`src/byte_alu_nzc_flags_top_macros.svh`:
```
// ----------------------------------------------------------------------------
// Byte ALU assertion macros
// Assertion macros used by the byte ALU top level.
// ----------------------------------------------------------------------------
`ifndef BYTE_ALU_NZC_FLAGS_TOP_MACROS_SVH
`define BYTE_ALU_NZC_FLAGS_TOP_MACROS_SVH

// Overlapping implication, checked on every rising edge outside reset.
`define BNZC_ASSERT_SAME(label, clk, rst, ante, cons, msg) \
   label: assert property (@(posedge clk) disable iff (rst) (ante) |-> (cons)) \
      else $error(msg);

// Implication whose consequent is checked in the following cycle.
`define BNZC_ASSERT_NEXT(label, clk, rst, ante, cons, msg) \
   label: assert property (@(posedge clk) disable iff (rst) (ante) |=> (cons)) \
      else $error(msg);

`endif

```
`src/bnzc_pkg.sv`:
```
// ----------------------------------------------------------------------------
// Byte ALU package
// Operation codes, flag and stage types shared by the byte ALU modules.
// ----------------------------------------------------------------------------
package bnzc_pkg;

   localparam int DATA_WIDTH = 8;
   localparam int KIND_WIDTH = 4;

   typedef enum logic [KIND_WIDTH-1:0] {
      KIND_LOAD  = 4'd0,
      KIND_STORE = 4'd1,
      KIND_INC   = 4'd2,
      KIND_DEC   = 4'd3,
      KIND_ADC   = 4'd4,
      KIND_SBC   = 4'd5,
      KIND_CMP   = 4'd6,
      KIND_AND   = 4'd7,
      KIND_OR    = 4'd8,
      KIND_XOR   = 4'd9,
      KIND_LSR   = 4'd10,
      KIND_ASL   = 4'd11,
      KIND_ROL   = 4'd12,
      KIND_ROR   = 4'd13,
      KIND_BIT   = 4'd14
   } kind_type;

   typedef logic [DATA_WIDTH-1:0] byte_type;

   typedef struct packed {
      logic n;
      logic z;
      logic c;
   } flags_type;

   // Contents of the input register.
   typedef struct packed {
      logic     valid;
      kind_type kind;
      byte_type first_value;
      byte_type second_value;
   } stage_type;

endpackage

```
`src/byte_alu_nzc_flags_top.sv`:
```
// ----------------------------------------------------------------------------
// Byte ALU with N, Z and C flags
// Eight-bit ALU in the style of a classic processor, one operation per word.
// ----------------------------------------------------------------------------
// Each request word carries an operation code, an accumulator byte and an
// operand byte. Each accepted word produces exactly one response word with the
// result byte and the negative, zero and carry flags as they stand afterwards.
// The flags live in the block and feed the next operation (carry-in, and the
// flags that an operation leaves alone).
// A word passes through an input register and then a response register, and
// the response is offered from the response register. One word is taken every
// cycle while the receiver does not stall; the flags feed back from the flag
// register through the ALU.
// The receiver may stall at will: the response register holds its word, the
// input register keeps the following one, and only then does req_stall rise.
// Reset clears the flags and empties both registers.
// ----------------------------------------------------------------------------
module byte_alu_nzc_flags_top (
   input  logic                              clock,
   input  logic                              reset,
   input  logic                              req_valid,
   output logic                              req_stall,
   input  logic [bnzc_pkg::KIND_WIDTH-1:0]   req_kind,
   input  logic [bnzc_pkg::DATA_WIDTH-1:0]   req_first_value,
   input  logic [bnzc_pkg::DATA_WIDTH-1:0]   req_second_value,
   output logic                              rsp_valid,
   input  logic                              rsp_stall,
   output logic [bnzc_pkg::DATA_WIDTH-1:0]   rsp_result,
   output logic                              rsp_negative_out,
   output logic                              rsp_zero_out,
   output logic                              rsp_carry_out
);
   import bnzc_pkg::*;

   `include "byte_alu_nzc_flags_top_macros.svh"

   stage_type stage;
   logic      advance;
   byte_type  alu_result;
   flags_type alu_flags;
   logic      rsp_valid_ff, rsp_valid_in;
   byte_type  result_ff;
   flags_type flags_ff;

   // A word leaves the input register when the response register is free or emptying.
   assign advance = stage.valid && (!rsp_valid_ff || !rsp_stall);

   bnzc_input_stage u_input_stage (
      .clock            (clock),
      .reset            (reset),
      .req_valid        (req_valid),
      .req_stall        (req_stall),
      .req_kind         (req_kind),
      .req_first_value  (req_first_value),
      .req_second_value (req_second_value),
      .advance          (advance),
      .stage            (stage)
   );

   bnzc_alu_core u_alu_core (
      .kind         (stage.kind),
      .first_value  (stage.first_value),
      .second_value (stage.second_value),
      .flags_now    (flags_ff),
      .result       (alu_result),
      .flags_next   (alu_flags)
   );

   always_comb begin
      rsp_valid_in = rsp_valid_ff;
      if (advance) begin
         rsp_valid_in = 1'b1;
      end else if (!rsp_stall) begin
         rsp_valid_in = 1'b0;
      end
   end

   // The flags change only as a word moves into the response register, so they
   // always match the word held there.
   always_ff @(posedge clock) begin
      if (reset) begin
         rsp_valid_ff <= 1'b0;
         flags_ff     <= '0;
      end else begin
         rsp_valid_ff <= rsp_valid_in;
         if (advance) begin
            flags_ff <= alu_flags;
         end
      end
   end

   always_ff @(posedge clock) begin
      if (advance) begin
         result_ff <= alu_result;
      end
   end

   assign rsp_valid        = rsp_valid_ff;
   assign rsp_result       = result_ff;
   assign rsp_negative_out = flags_ff.n;
   assign rsp_zero_out     = flags_ff.z;
   assign rsp_carry_out    = flags_ff.c;

   `BNZC_ASSERT_NEXT(a_flags_hold_when_idle, clock, reset, !advance, $stable(flags_ff),
                     "flags changed without a word moving")
   `BNZC_ASSERT_NEXT(a_store_keeps_flags, clock, reset,
                     advance && stage.kind == KIND_STORE, $stable(flags_ff),
                     "store altered the flags")
   `BNZC_ASSERT_NEXT(a_incdec_keep_carry, clock, reset,
                     advance && (stage.kind == KIND_INC || stage.kind == KIND_DEC),
                     $stable(flags_ff.c), "increment or decrement altered carry")
   `BNZC_ASSERT_NEXT(a_held_word_kept, clock, reset, stage.valid && !advance, stage.valid,
                     "input word lost while waiting")
   `BNZC_ASSERT_SAME(a_stall_only_when_full, clock, reset, req_stall,
                     stage.valid && rsp_valid_ff, "request stalled with room to spare")

endmodule

```
`src/bnzc_input_stage.sv`:
```
// ----------------------------------------------------------------------------
// Byte ALU input register
// Captures one request word and holds it until the ALU stage takes it.
// ----------------------------------------------------------------------------
module bnzc_input_stage (
   input  logic                                clock,
   input  logic                                reset,
   input  logic                                req_valid,
   output logic                                req_stall,
   input  logic [bnzc_pkg::KIND_WIDTH-1:0]     req_kind,
   input  logic [bnzc_pkg::DATA_WIDTH-1:0]     req_first_value,
   input  logic [bnzc_pkg::DATA_WIDTH-1:0]     req_second_value,
   input  logic                                advance,
   output bnzc_pkg::stage_type                 stage
);
   import bnzc_pkg::*;

   logic     valid_ff, valid_in;
   kind_type kind_ff;
   byte_type first_ff;
   byte_type second_ff;
   logic     load;

   // The register may refill in the same cycle as its word moves on.
   assign load      = !valid_ff || advance;
   assign req_stall = !load;
   assign valid_in  = load ? req_valid : valid_ff;

   always_ff @(posedge clock) begin
      if (reset) begin
         valid_ff <= 1'b0;
      end else begin
         valid_ff <= valid_in;
      end
   end

   always_ff @(posedge clock) begin
      if (load && req_valid) begin
         kind_ff   <= kind_type'(req_kind);
         first_ff  <= req_first_value;
         second_ff <= req_second_value;
      end
   end

   assign stage.valid        = valid_ff;
   assign stage.kind         = kind_ff;
   assign stage.first_value  = first_ff;
   assign stage.second_value = second_ff;

endmodule

```
`src/bnzc_alu_core.sv`:
```
// ----------------------------------------------------------------------------
// Byte ALU datapath
// Computes the result byte and the next N, Z and C flags for one operation.
// ----------------------------------------------------------------------------
module bnzc_alu_core (
   input  bnzc_pkg::kind_type                kind,
   input  logic [bnzc_pkg::DATA_WIDTH-1:0]   first_value,
   input  logic [bnzc_pkg::DATA_WIDTH-1:0]   second_value,
   input  bnzc_pkg::flags_type               flags_now,
   output logic [bnzc_pkg::DATA_WIDTH-1:0]   result,
   output bnzc_pkg::flags_type               flags_next
);
   import bnzc_pkg::*;

   logic [DATA_WIDTH-1:0] add_operand;
   logic                  add_cin;
   logic [DATA_WIDTH:0]   add_sum;
   logic                  subtracting;

   // Subtraction adds the inverted operand, so bit 8 is already "no borrow".
   assign subtracting = (kind == KIND_SBC) || (kind == KIND_CMP);
   assign add_operand = subtracting ? ~second_value : second_value;
   assign add_cin     = (kind == KIND_CMP) ? 1'b1 : flags_now.c;
   assign add_sum     = {1'b0, first_value} + {1'b0, add_operand}
                      + {{DATA_WIDTH{1'b0}}, add_cin};

   always_comb begin
      byte_type value;
      value      = '0;
      result     = '0;
      flags_next = flags_now;
      unique case (kind)
         KIND_LOAD:  value = second_value;
         KIND_STORE: value = second_value;
         KIND_INC:   value = second_value + 8'd1;
         KIND_DEC:   value = second_value - 8'd1;
         KIND_ADC, KIND_SBC, KIND_CMP: begin
            value        = add_sum[DATA_WIDTH-1:0];
            flags_next.c = add_sum[DATA_WIDTH];
         end
         KIND_AND:   value = first_value & second_value;
         KIND_OR:    value = first_value | second_value;
         KIND_XOR:   value = first_value ^ second_value;
         KIND_LSR: begin
            value        = {1'b0, second_value[DATA_WIDTH-1:1]};
            flags_next.c = second_value[0];
         end
         KIND_ASL: begin
            value        = {second_value[DATA_WIDTH-2:0], 1'b0};
            flags_next.c = second_value[DATA_WIDTH-1];
         end
         KIND_ROL: begin
            value        = {second_value[DATA_WIDTH-2:0], flags_now.c};
            flags_next.c = second_value[DATA_WIDTH-1];
         end
         KIND_ROR: begin
            value        = {flags_now.c, second_value[DATA_WIDTH-1:1]};
            flags_next.c = second_value[0];
         end
         KIND_BIT:   value = first_value & second_value;
         default:    value = '0;
      endcase

      // Everything but store, bit test and the unused code sets N and Z from the byte.
      if (kind == KIND_BIT) begin
         flags_next.n = second_value[DATA_WIDTH-1];
         flags_next.z = (value == '0);
      end else if (kind != KIND_STORE && kind <= KIND_ROR) begin
         flags_next.n = value[DATA_WIDTH-1];
         flags_next.z = (value == '0);
      end

      // Compare and bit test return a zero byte; so does the unused code.
      if (kind != KIND_CMP && kind != KIND_BIT && kind <= KIND_ROR) begin
         result = value;
      end
   end

endmodule

```
`config.mk`:
```
export PLATFORM = sky130hd
export DESIGN_NAME = byte_alu_nzc_flags_top
export DESIGN_NICKNAME = d
export VERILOG_FILES = /design/src/bnzc_pkg.sv /design/src/byte_alu_nzc_flags_top.sv /design/src/bnzc_input_stage.sv /design/src/bnzc_alu_core.sv
export VERILOG_INCLUDE_DIRS = /design/src /design/src/src
export SDC_FILE = /design/constraint.sdc
export NUM_CORES = 1
export LEC_CHECK = 0
export BUFFER_PORTS_ARGS = -buffer_cell sky130_fd_sc_hd__clkbuf_2
export CORE_ASPECT_RATIO = 1.5
export CORE_MARGIN = 3
export CORE_UTILIZATION = 30
export CTS_CLUSTER_DIAMETER = 30
export DETAILED_ROUTE_END_ITERATION = 10
export SLEW_MARGIN = 20
export SYNTH_ARGS = -nofsm -noshare
export SYNTH_HDL_FRONTEND = slang
export SYNTH_SLANG_ARGS = --single-unit
```
`constraint.sdc`:
```
create_clock -name clock -period 8.15 [get_ports clock]
set_clock_uncertainty 0.05 [all_clocks]
set_input_delay 0.815 -clock clock [delete_from_list [all_inputs] [get_ports clock]]
set_output_delay 0.815 -clock clock [all_outputs]
set_load 0.02 [all_outputs]
```
==> run summary, run 1 <==
Longest Clk Path Bufs - 2
Max-cap viol count - 0
Min cycle time layout - 4.03 ns
DRT Pass-1 Iters - 5
Pin slew with the least headroom to its limit - 1.05 ns
Layout Nets - 408
Die area - 0.0111 sq mm
Gate Count Post-Synth - 317
Status - completed
Share of cells above drive strength 1 - 0.187
Hold WS - 0.430 ns
Setup TNS Final - 0 ns
Startpoint types - flop
I/O pins - 37
CP endpoint kind - flop
GP Congestion - 0.941
Worst-path cell chain - buf_4 -> nor2b_1 -> nand2_1 -> a21oi_2 -> xnor2_1 -> fa_1 -> inv_1 -> fa_1 -> a211oi_1 -> o21bai_1 -> a21oi_1 -> xnor2_1 -> a211oi_2 -> and4_1 -> a32o_1
EDFF count, synth - 28
Most frequently used flop master after synthesis - edfxtp_1
Vias in the first global route - 2445
GRT Overall Usage - 0.150
Post-DP HPWL - 6250 um
Global route overflow - 0
DIE WIDTH - 87.1 um
H-tree levels - 2
Setup violations, final - 0
DR vias/cell - 5.30
Worst EP arrival - 4.16 ns
Flops & latches, synth - 33
I/O Buffers - 36
DRC Markers - 0
Peak VDD IR - 0.000105 V
CP max stage delay - 0.47 ns
Total number of yosys warnings - 0
Area growth, synth to finish - 13.5%
Routed Wire Length - 8060 um
FFs w/ async S/R, synth - 0
CP max FO - 39
Placement Cell Area - 0.00322 sq mm
Worst EP required - 8.28 ns
# clock sinks - 33
Core ar. - 0.00942 sq mm
Post-Syn Area - 0.00296 sq mm
Share of the yosys chip area belonging to registers - 0.318
Final Instance Area - 0.00336 sq mm
CTS resizes - 0
Power Density - 160 mW/mm^2
Antenna violations before repair - 0
CTS buffer count - 5
Setup bufs post-CTS - 0
Syn avg cell area - 9.34 sq um
Chip height - 128 um
Floorplan row count - 43
Rel. slew slack - 0.299
Via count - 2463
First-pass GRT wire length - 12700 um
Hold_buf cts - 0
Max Slew Vio Count - 0
Initial core utilization - 0.315
Clock slew seen by the registers of the worst setup and hold paths - 0.05 ns
Final hold viol count - 0
Iter 0 DRT Violations - 153
Commonest non-fill, non-tap cells in the layout - clkbuf_2 (36), ha_1 (29), edfxtp_1 (28)
Clock tree root driver cell - clkbuf_16
TritonCTS clock tree - built
Wire length per cell - 17.3 um
Syn nets - 373
Synth cell types - 60
Clock Latency Late Sink - 0.29 ns
Largest net degree at the start of global routing - 40
Crit Path Class - flop to flop
Post-layout util - 0.357
Post-route ant nets - 0
Period utilization - 0.495
Max Clock Freq - 248 MHz
Lkg Pwr - 1.42 nW
HP Class - flop to flop
Number of diodes - 0
Crit path max-delay cell type - a21oi_2
RSZ-0062 raised after global routing - false
Commonest non-fill, non-tap cell in the layout - clkbuf_2
final cells by class:
| cell class | count | area [sq um] |
|---|---|---|
| clock buffer | 5 | 125 |
| tap | 112 | 140 |
| sequential | 33 | 941 |
| inverter | 22 | 82.6 |
| clock inverter | 3 | 17.5 |
| fill | 961 | 6050 |
| multi-input combinational | 249 | 1840 |
| timing repair buffer | 41 | 218 |
routing by layer:
layer	global-route usage	vias to the layer above	part of all wire
met2	0.258	76	0.52
li1	-	1242	-
met3	0.0302	22	0.050
met1	0.168	1123	0.38
met4	0.0867	0	0.051
met5	0	-	0
worst max-delay path, delay by kind of cell (launching register included):
kind / cells / cell delay [ns]
fa+ha+maj: 2 / 0.63
buf+inv: 2 / 0.42
compound gates: 6 / 1.47
xor+xnor: 2 / 0.37
flops: 1 / 0.32
simple gates: 3 / 0.64
final timing paths:
kind / from / endpoint / slack (ns) / cells past startpoint
min: rsp_negative_out$_SDFFE_PP0P_ / rsp_negative_out$_SDFFE_PP0P_ / 0.43 / 1
max reg2reg: u_input_stage.kind_ff[2]$_DFFE_PP_ / rsp_zero_out$_SDFFE_PP0P_ / 4.12 / 15
max: u_input_stage.kind_ff[2]$_DFFE_PP_ / rsp_zero_out$_SDFFE_PP0P_ / 4.12 / 15
min reg2reg: rsp_negative_out$_SDFFE_PP0P_ / rsp_negative_out$_SDFFE_PP0P_ / 0.43 / 1
cells in the mapped netlist, drive strengths merged, types with 5 or more instances:
cell,n,area [sq um]
nand2,19,71.3
nor2b,10,62.6
ha,29,363
xnor2,11,96.3
buf,13,103
nand2b,6,37.5
nand3,9,45.0
o21ai,17,85.1
edfxtp,28,841
and3,6,37.5
a32oi,6,52.6
a21oi,20,104
and2,5,31.3
inv,22,82.6
dfxtp,5,100
xor2,9,78.8
a211oi,7,67.6
nor2,29,114
a221oi,7,73.8
flip-flops by register name (all words and copies together), names as in the netlist:
name / cells
u_input_stage.second_ff: 8
rsp_result: 8
u_input_stage.first_ff: 8
rsp_carry_out: 1
rsp_zero_out: 1
rsp_valid: 1
u_input_stage.kind_ff: 4
u_input_stage.valid_ff: 1
rsp_negative_out: 1
stage by stage:
stage,cells,total power [mW],setup WS (ns)
6_report,465,0.537,4.12
5_1_grt,465,0.566,3.79
4_1_cts,465,0.541,4.13
3_5_place_dp,457,0.353,4.13
3_3_place_gp,457,0.351,4.28
2_1_floorplan,317,0.315,4.73
cells by family (layout without fill, tap and decap cells):
kind of cell | after synthesis | in the layout | share of synthesized area
xor gates and xnor gates | 20 | 20 | 0.0591
AOI/OAI and AO/OA | 85 | 85 | 0.204
muxes | 5 | 5 | 0.0207
adders and majority gates | 32 | 32 | 0.143
and+or+nand+nor | 107 | 107 | 0.194
DFF | 33 | 33 | 0.318
buffers and inverters | 35 | 71 | 0.0625
power breakdown:
group | internal, mW | switching (mW)
logic | 0.0591 | 0.0835
registers | 0.196 | 0.0107
clock network | 0.112 | 0.0754
total | 0.367 | 0.170
No activity file was read; power rests on OpenSTA's default activity.
==> run 2, diff against run 1 <==
Clock period 8.15 ns to 3.7 ns, I/O delays scaled along.
==> run 2 against run 1 <==
Maximum frequency increased by 17%. Clock power is 120% higher. Core utilization is 0.88 points higher. Cell area is 2.5% higher. Power rose by 120%. Clock-buffer cell count is the same. Largest cell class unchanged.
==> run summary, run 2 (synthesized netlist as in run 1, its figures left out) <==
GRT Overall Usage - 0.152
Worst EP required - 3.82 ns
Final Instance Area - 0.00344 sq mm
Initial core utilization - 0.315
TritonCTS clock tree - built
Final hold viol count - 0
Setup TNS Final - 0 ns
DRC Markers - 0
CTS resizes - 0
Iter 0 DRT Violations - 134
RSZ-0062 raised after global routing - false
DIE WIDTH - 87.1 um
DR vias/cell - 5.48
Power Density - 347 mW/mm^2
CP endpoint kind - flop
GP Congestion - 0.960
Vias in the first global route - 2623
Placement Cell Area - 0.00329 sq mm
DRT Pass-1 Iters - 4
Post-DP HPWL - 6440 um
Routed Wire Length - 8150 um
Die area - 0.0111 sq mm
Cells on worst reg2reg path - 15
HP Class - input pin to flop
Longest Clk Path Bufs - 2
Final worst slack - 0.256 ns
Pin slew with the least headroom to its limit - 0.988 ns
Floorplan row count - 43
Hold WS - 0.209 ns
Crit Path Class - flop to flop
Commonest non-fill, non-tap cell in the layout - clkbuf_2
Antenna violations before repair - 0
Startpoint types - flop
Setup violations, final - 0
Layout Nets - 419
Worst EP arrival - 3.56 ns
# clock sinks - 33
Max Slew Vio Count - 0
Max-cap viol count - 0
CTS buffer count - 5
Clock tree root driver cell - clkbuf_16
Clock slew seen by the registers of the worst setup and hold paths - 0.06 ns
Max Clock Freq - 290 MHz
Rel. slew slack - 0.339
I/O pins - 37
Commonest non-fill, non-tap cells in the layout - clkbuf_2 (36), ha_1 (29), edfxtp_1 (28)
Number of diodes - 0
Period utilization - 0.931
First-pass GRT wire length - 13100 um
Share of cells above drive strength 1 - 0.212
Min cycle time layout - 3.44 ns
H-tree levels - 2
CP max FO - 9
I/O Buffers - 36
Core ar. - 0.00942 sq mm
Clock Latency Late Sink - 0.28 ns
Chip height - 128 um
Largest net degree at the start of global routing - 37
Peak VDD IR - 0.000233 V
Status - completed
Lkg Pwr - 1.47 nW
Post-route ant nets - 0
Hold Path Depth - 1
Area growth, synth to finish - 16.3%
Wire length per cell - 17.1 um
Fill count - 957
Global route overflow - 0
Via count - 2610
Dpl ws - 0.175 ns
## run 2: cell count changes in the layout (fill, tap and decap cells not counted), sizes merged
| cell | change |
|---|---|
| buf | +11 |
## run 2: cell type report
type                       count  area (sq um)  share of cell area
inverter                      22          82.6              0.0240
clock inverter                 3          17.5             0.00509
clock buffer                   5           125              0.0363
sequential                    33           941               0.273
tap                          112           140              0.0407
multi-input combinational    249          1840               0.534
timing repair buffer          52           300              0.0872
## run 2: per-layer routing
metal,global-route usage,share of wire,vias to the layer above
li1,-,-,1264
met1,0.174,0.38,1223
met2,0.254,0.50,91
met3,0.0302,0.055,32
met4,0.0976,0.062,0
met5,0,0,-
## run 2: through the flow
stage | utilization | power, mW | cells
floorplan | - | 0.694 | 317
global route | 0.366 | 1.26 | 476
detailed placement | 0.350 | 0.794 | 467
global placement | 0.350 | 0.792 | 467
finish | 0.366 | 1.20 | 476
CTS | 0.365 | 1.20 | 475
## run 2: worst paths after layout
path | start | slack [ns] | to
setup / recovery | u_input_stage.kind_ff[1]$_DFFE_PP_ | 0.26 | rsp_zero_out$_SDFFE_PP0P_
hold / removal | req_second_value[7] | 0.21 | u_input_stage.second_ff[7]$_DFFE_PP_
setup reg to reg | u_input_stage.kind_ff[1]$_DFFE_PP_ | 0.26 | rsp_zero_out$_SDFFE_PP0P_
hold reg to reg | rsp_negative_out$_SDFFE_PP0P_ | 0.42 | rsp_negative_out$_SDFFE_PP0P_
## run 2: repair_timing
item	in CTS	in global routing
setup buffers	0	1
hold buffers	0	0
endpoints found under the setup margin	0	3
## run 2: where the power goes
part	internal [mW]	total, mW	switching [mW]
logic	0.140	0.334	0.194
registers	0.433	0.455	0.0219
clock network	0.247	0.407	0.160
total	0.820	1.20	0.376
## run 2: worst max-delay path, stage by stage, from the launching register on
cell and delay (ns):
edfxtp_1 0.52, nand2_1 0.23, nand2_1 0.11, a21oi_2 0.16, xnor2_1 0.17, fa_1 0.24, inv_1 0.06, fa_1 0.42
a211oi_1 0.22, buf_4 0.16, o21bai_1 0.08, a21oi_1 0.24, xnor2_1 0.17, a211oi_2 0.10, and4_1 0.17, a32o_1 0.24
==> run 3, diff against run 2 <==
Settings changed: CORE_UTILIZATION 30 to 53, GPL_ROUTABILITY_DRIVEN from default to 0, PLACE_DENSITY from default to 0.88.
==> run 3 against run 2 <==
Cell count is 10% lower. First-iteration DRC count increased to 2.6 times the previous value. Clock-buffer cell count is the same. Critical path type unchanged.
==> run summary, run 3 (synthesized netlist as in run 1, its figures left out) <==
# clock sinks - 33
Share of cells above drive strength 1 - 0.208
Number of diodes - 0
Post-DP HPWL - 5940 um
Clock slew seen by the registers of the worst setup and hold paths - 0.09 ns
Layout Nets - 415
Global route overflow - 0
Routed Wire Length - 7850 um
DR vias/cell - 6.36
TritonCTS clock tree - built
Core ar. - 0.00529 sq mm
Power Density - 322 mW/mm^2
Via count - 2722
Post-route ant nets - 0
CP max FO - 7
Critical path origin - u_input_stage.kind_ff[1]$_DFFE_PP_
CP endpoint kind - flop
H-tree levels - 2
Commonest non-fill, non-tap cells in the layout - clkbuf_2 (36), ha_1 (29), edfxtp_1 (28)
Hold_buf cts - 0
Chip height - 97.6 um
GRT Overall Usage - 0.251
Initial core utilization - 0.560
DIE WIDTH - 67.0 um
Max Clock Freq - 291 MHz
Area occupied by multi-input gates - 0.00185 sq mm
Clock Latency Late Sink - 0.30 ns
Rel. slew slack - 0.356
Floorplan row count - 32
DRT Pass-1 Iters - 5
DRC Markers - 0
Dpl ws - 0.273 ns
First-pass GRT wire length - 12700 um
Final hold viol count - 0
Clock tree root driver cell - clkbuf_8
CTS buffer count - 5
Max Slew Vio Count - 0
Area growth, synth to finish - 11.9%
Setup TNS Final - 0 ns
I/O pins - 37
HP Start - req_second_value[3]
Wire length per cell - 18.3 um
HP Class - input pin to flop
CP max stage delay - 0.50 ns
Worst-path cell chain - nand2_1 -> nand2_1 -> a21oi_2 -> xnor2_1 -> fa_1 -> inv_1 -> fa_1 -> a211oi_2 -> o21bai_1 -> a21oi_1 -> xnor2_1 -> a211oi_2 -> and4_1 -> a32o_1
Antenna violations before repair - 0
Crit Path Class - flop to flop
Crit path max-delay cell type - edfxtp_1
RSZ-0062 raised after global routing - false
Die area - 0.00654 sq mm
Vias in the first global route - 2714
I/O Buffers - 36
CP top delay family - compound AO/OA/AOI/OAI gates
Final worst slack - 0.266 ns
Peak VDD IR - 0.000250 V
Commonest non-fill, non-tap cell in the layout - clkbuf_2
FF+latch area - 941 sq um
RR Startpoint - u_input_stage.kind_ff[1]$_DFFE_PP_
CP Buf/Inv Count - 1
Min cycle time layout - 3.43 ns
Startpoint types - flop
Largest net degree at the start of global routing - 32
Pin slew with the least headroom to its limit - 0.961 ns
Lkg Pwr - 1.43 nW
Max-cap viol count - 0
Period utilization - 0.928
Worst EP arrival - 3.62 ns
Longest Clk Path Bufs - 2
Iter 0 DRT Violations - 344
Status - completed
Fill count - 436
Worst EP required - 3.89 ns
Setup violations, final - 0
## run 3: final cells by class
class | instances | area share
timing repair buffer | 48 | 0.0816
tap | 68 | 0.0257
multi-input combinational | 249 | 0.558
inverter | 22 | 0.0249
sequential | 33 | 0.284
clock inverter | 3 | 0.00529
clock buffer | 5 | 0.0208
## run 3: metal layers
metal | share of wire | up-vias | routed length, um | global-route usage
li1 | - | 1252 | - | -
met1 | 0.34 | 1246 | 2710 | 0.270
met2 | 0.51 | 170 | 3990 | 0.417
met3 | 0.076 | 54 | 596 | 0.0463
met4 | 0.071 | 0 | 554 | 0.188
met5 | 0 | - | 0 | 0
## run 3: worst paths after layout
check / to / slack, ns / cells after the start
min reg2reg: rsp_negative_out$_SDFFE_PP0P_ / 0.41 / 1
max reg2reg: rsp_zero_out$_SDFFE_PP0P_ / 0.27 / 14
max: rsp_zero_out$_SDFFE_PP0P_ / 0.27 / 14
min: u_input_stage.second_ff[3]$_DFFE_PP_ / 0.19 / 1
## run 3: worst register-to-register path: stages, from the launching register on
cell and delay (ns):
edfxtp_1 0.50, nand2_1 0.21, nand2_1 0.14, a21oi_2 0.19, xnor2_1 0.16, fa_1 0.23, inv_1 0.06, fa_1 0.43
a211oi_2 0.25, o21bai_1 0.11, a21oi_1 0.26, xnor2_1 0.13, a211oi_2 0.26, and4_1 0.23, a32o_1 0.17
## run 3: stage by stage
stage	cell area [sq um]	hold WS, ns	instances	power, mW	util
global placement	3200	0.390	418	0.767	0.606
global route	3310	0.188	428	1.12	0.627
CTS	3290	0.188	426	1.06	0.622
detailed placement	3200	0.390	418	0.777	0.606
floorplan	2960	0.392	317	0.694	-
finish	3310	0.190	428	1.07	0.627
## run 3: repair_timing
action	CTS	global route
endpoints found under the hold margin	0	0
resized for setup	0	2
buffers inserted	0	2
setup endpoints to repair	0	2
## run 3: power breakdown
group	internal [mW]	switching, mW
clock	0.130	0.149
sequential	0.432	0.0240
combinational	0.138	0.194
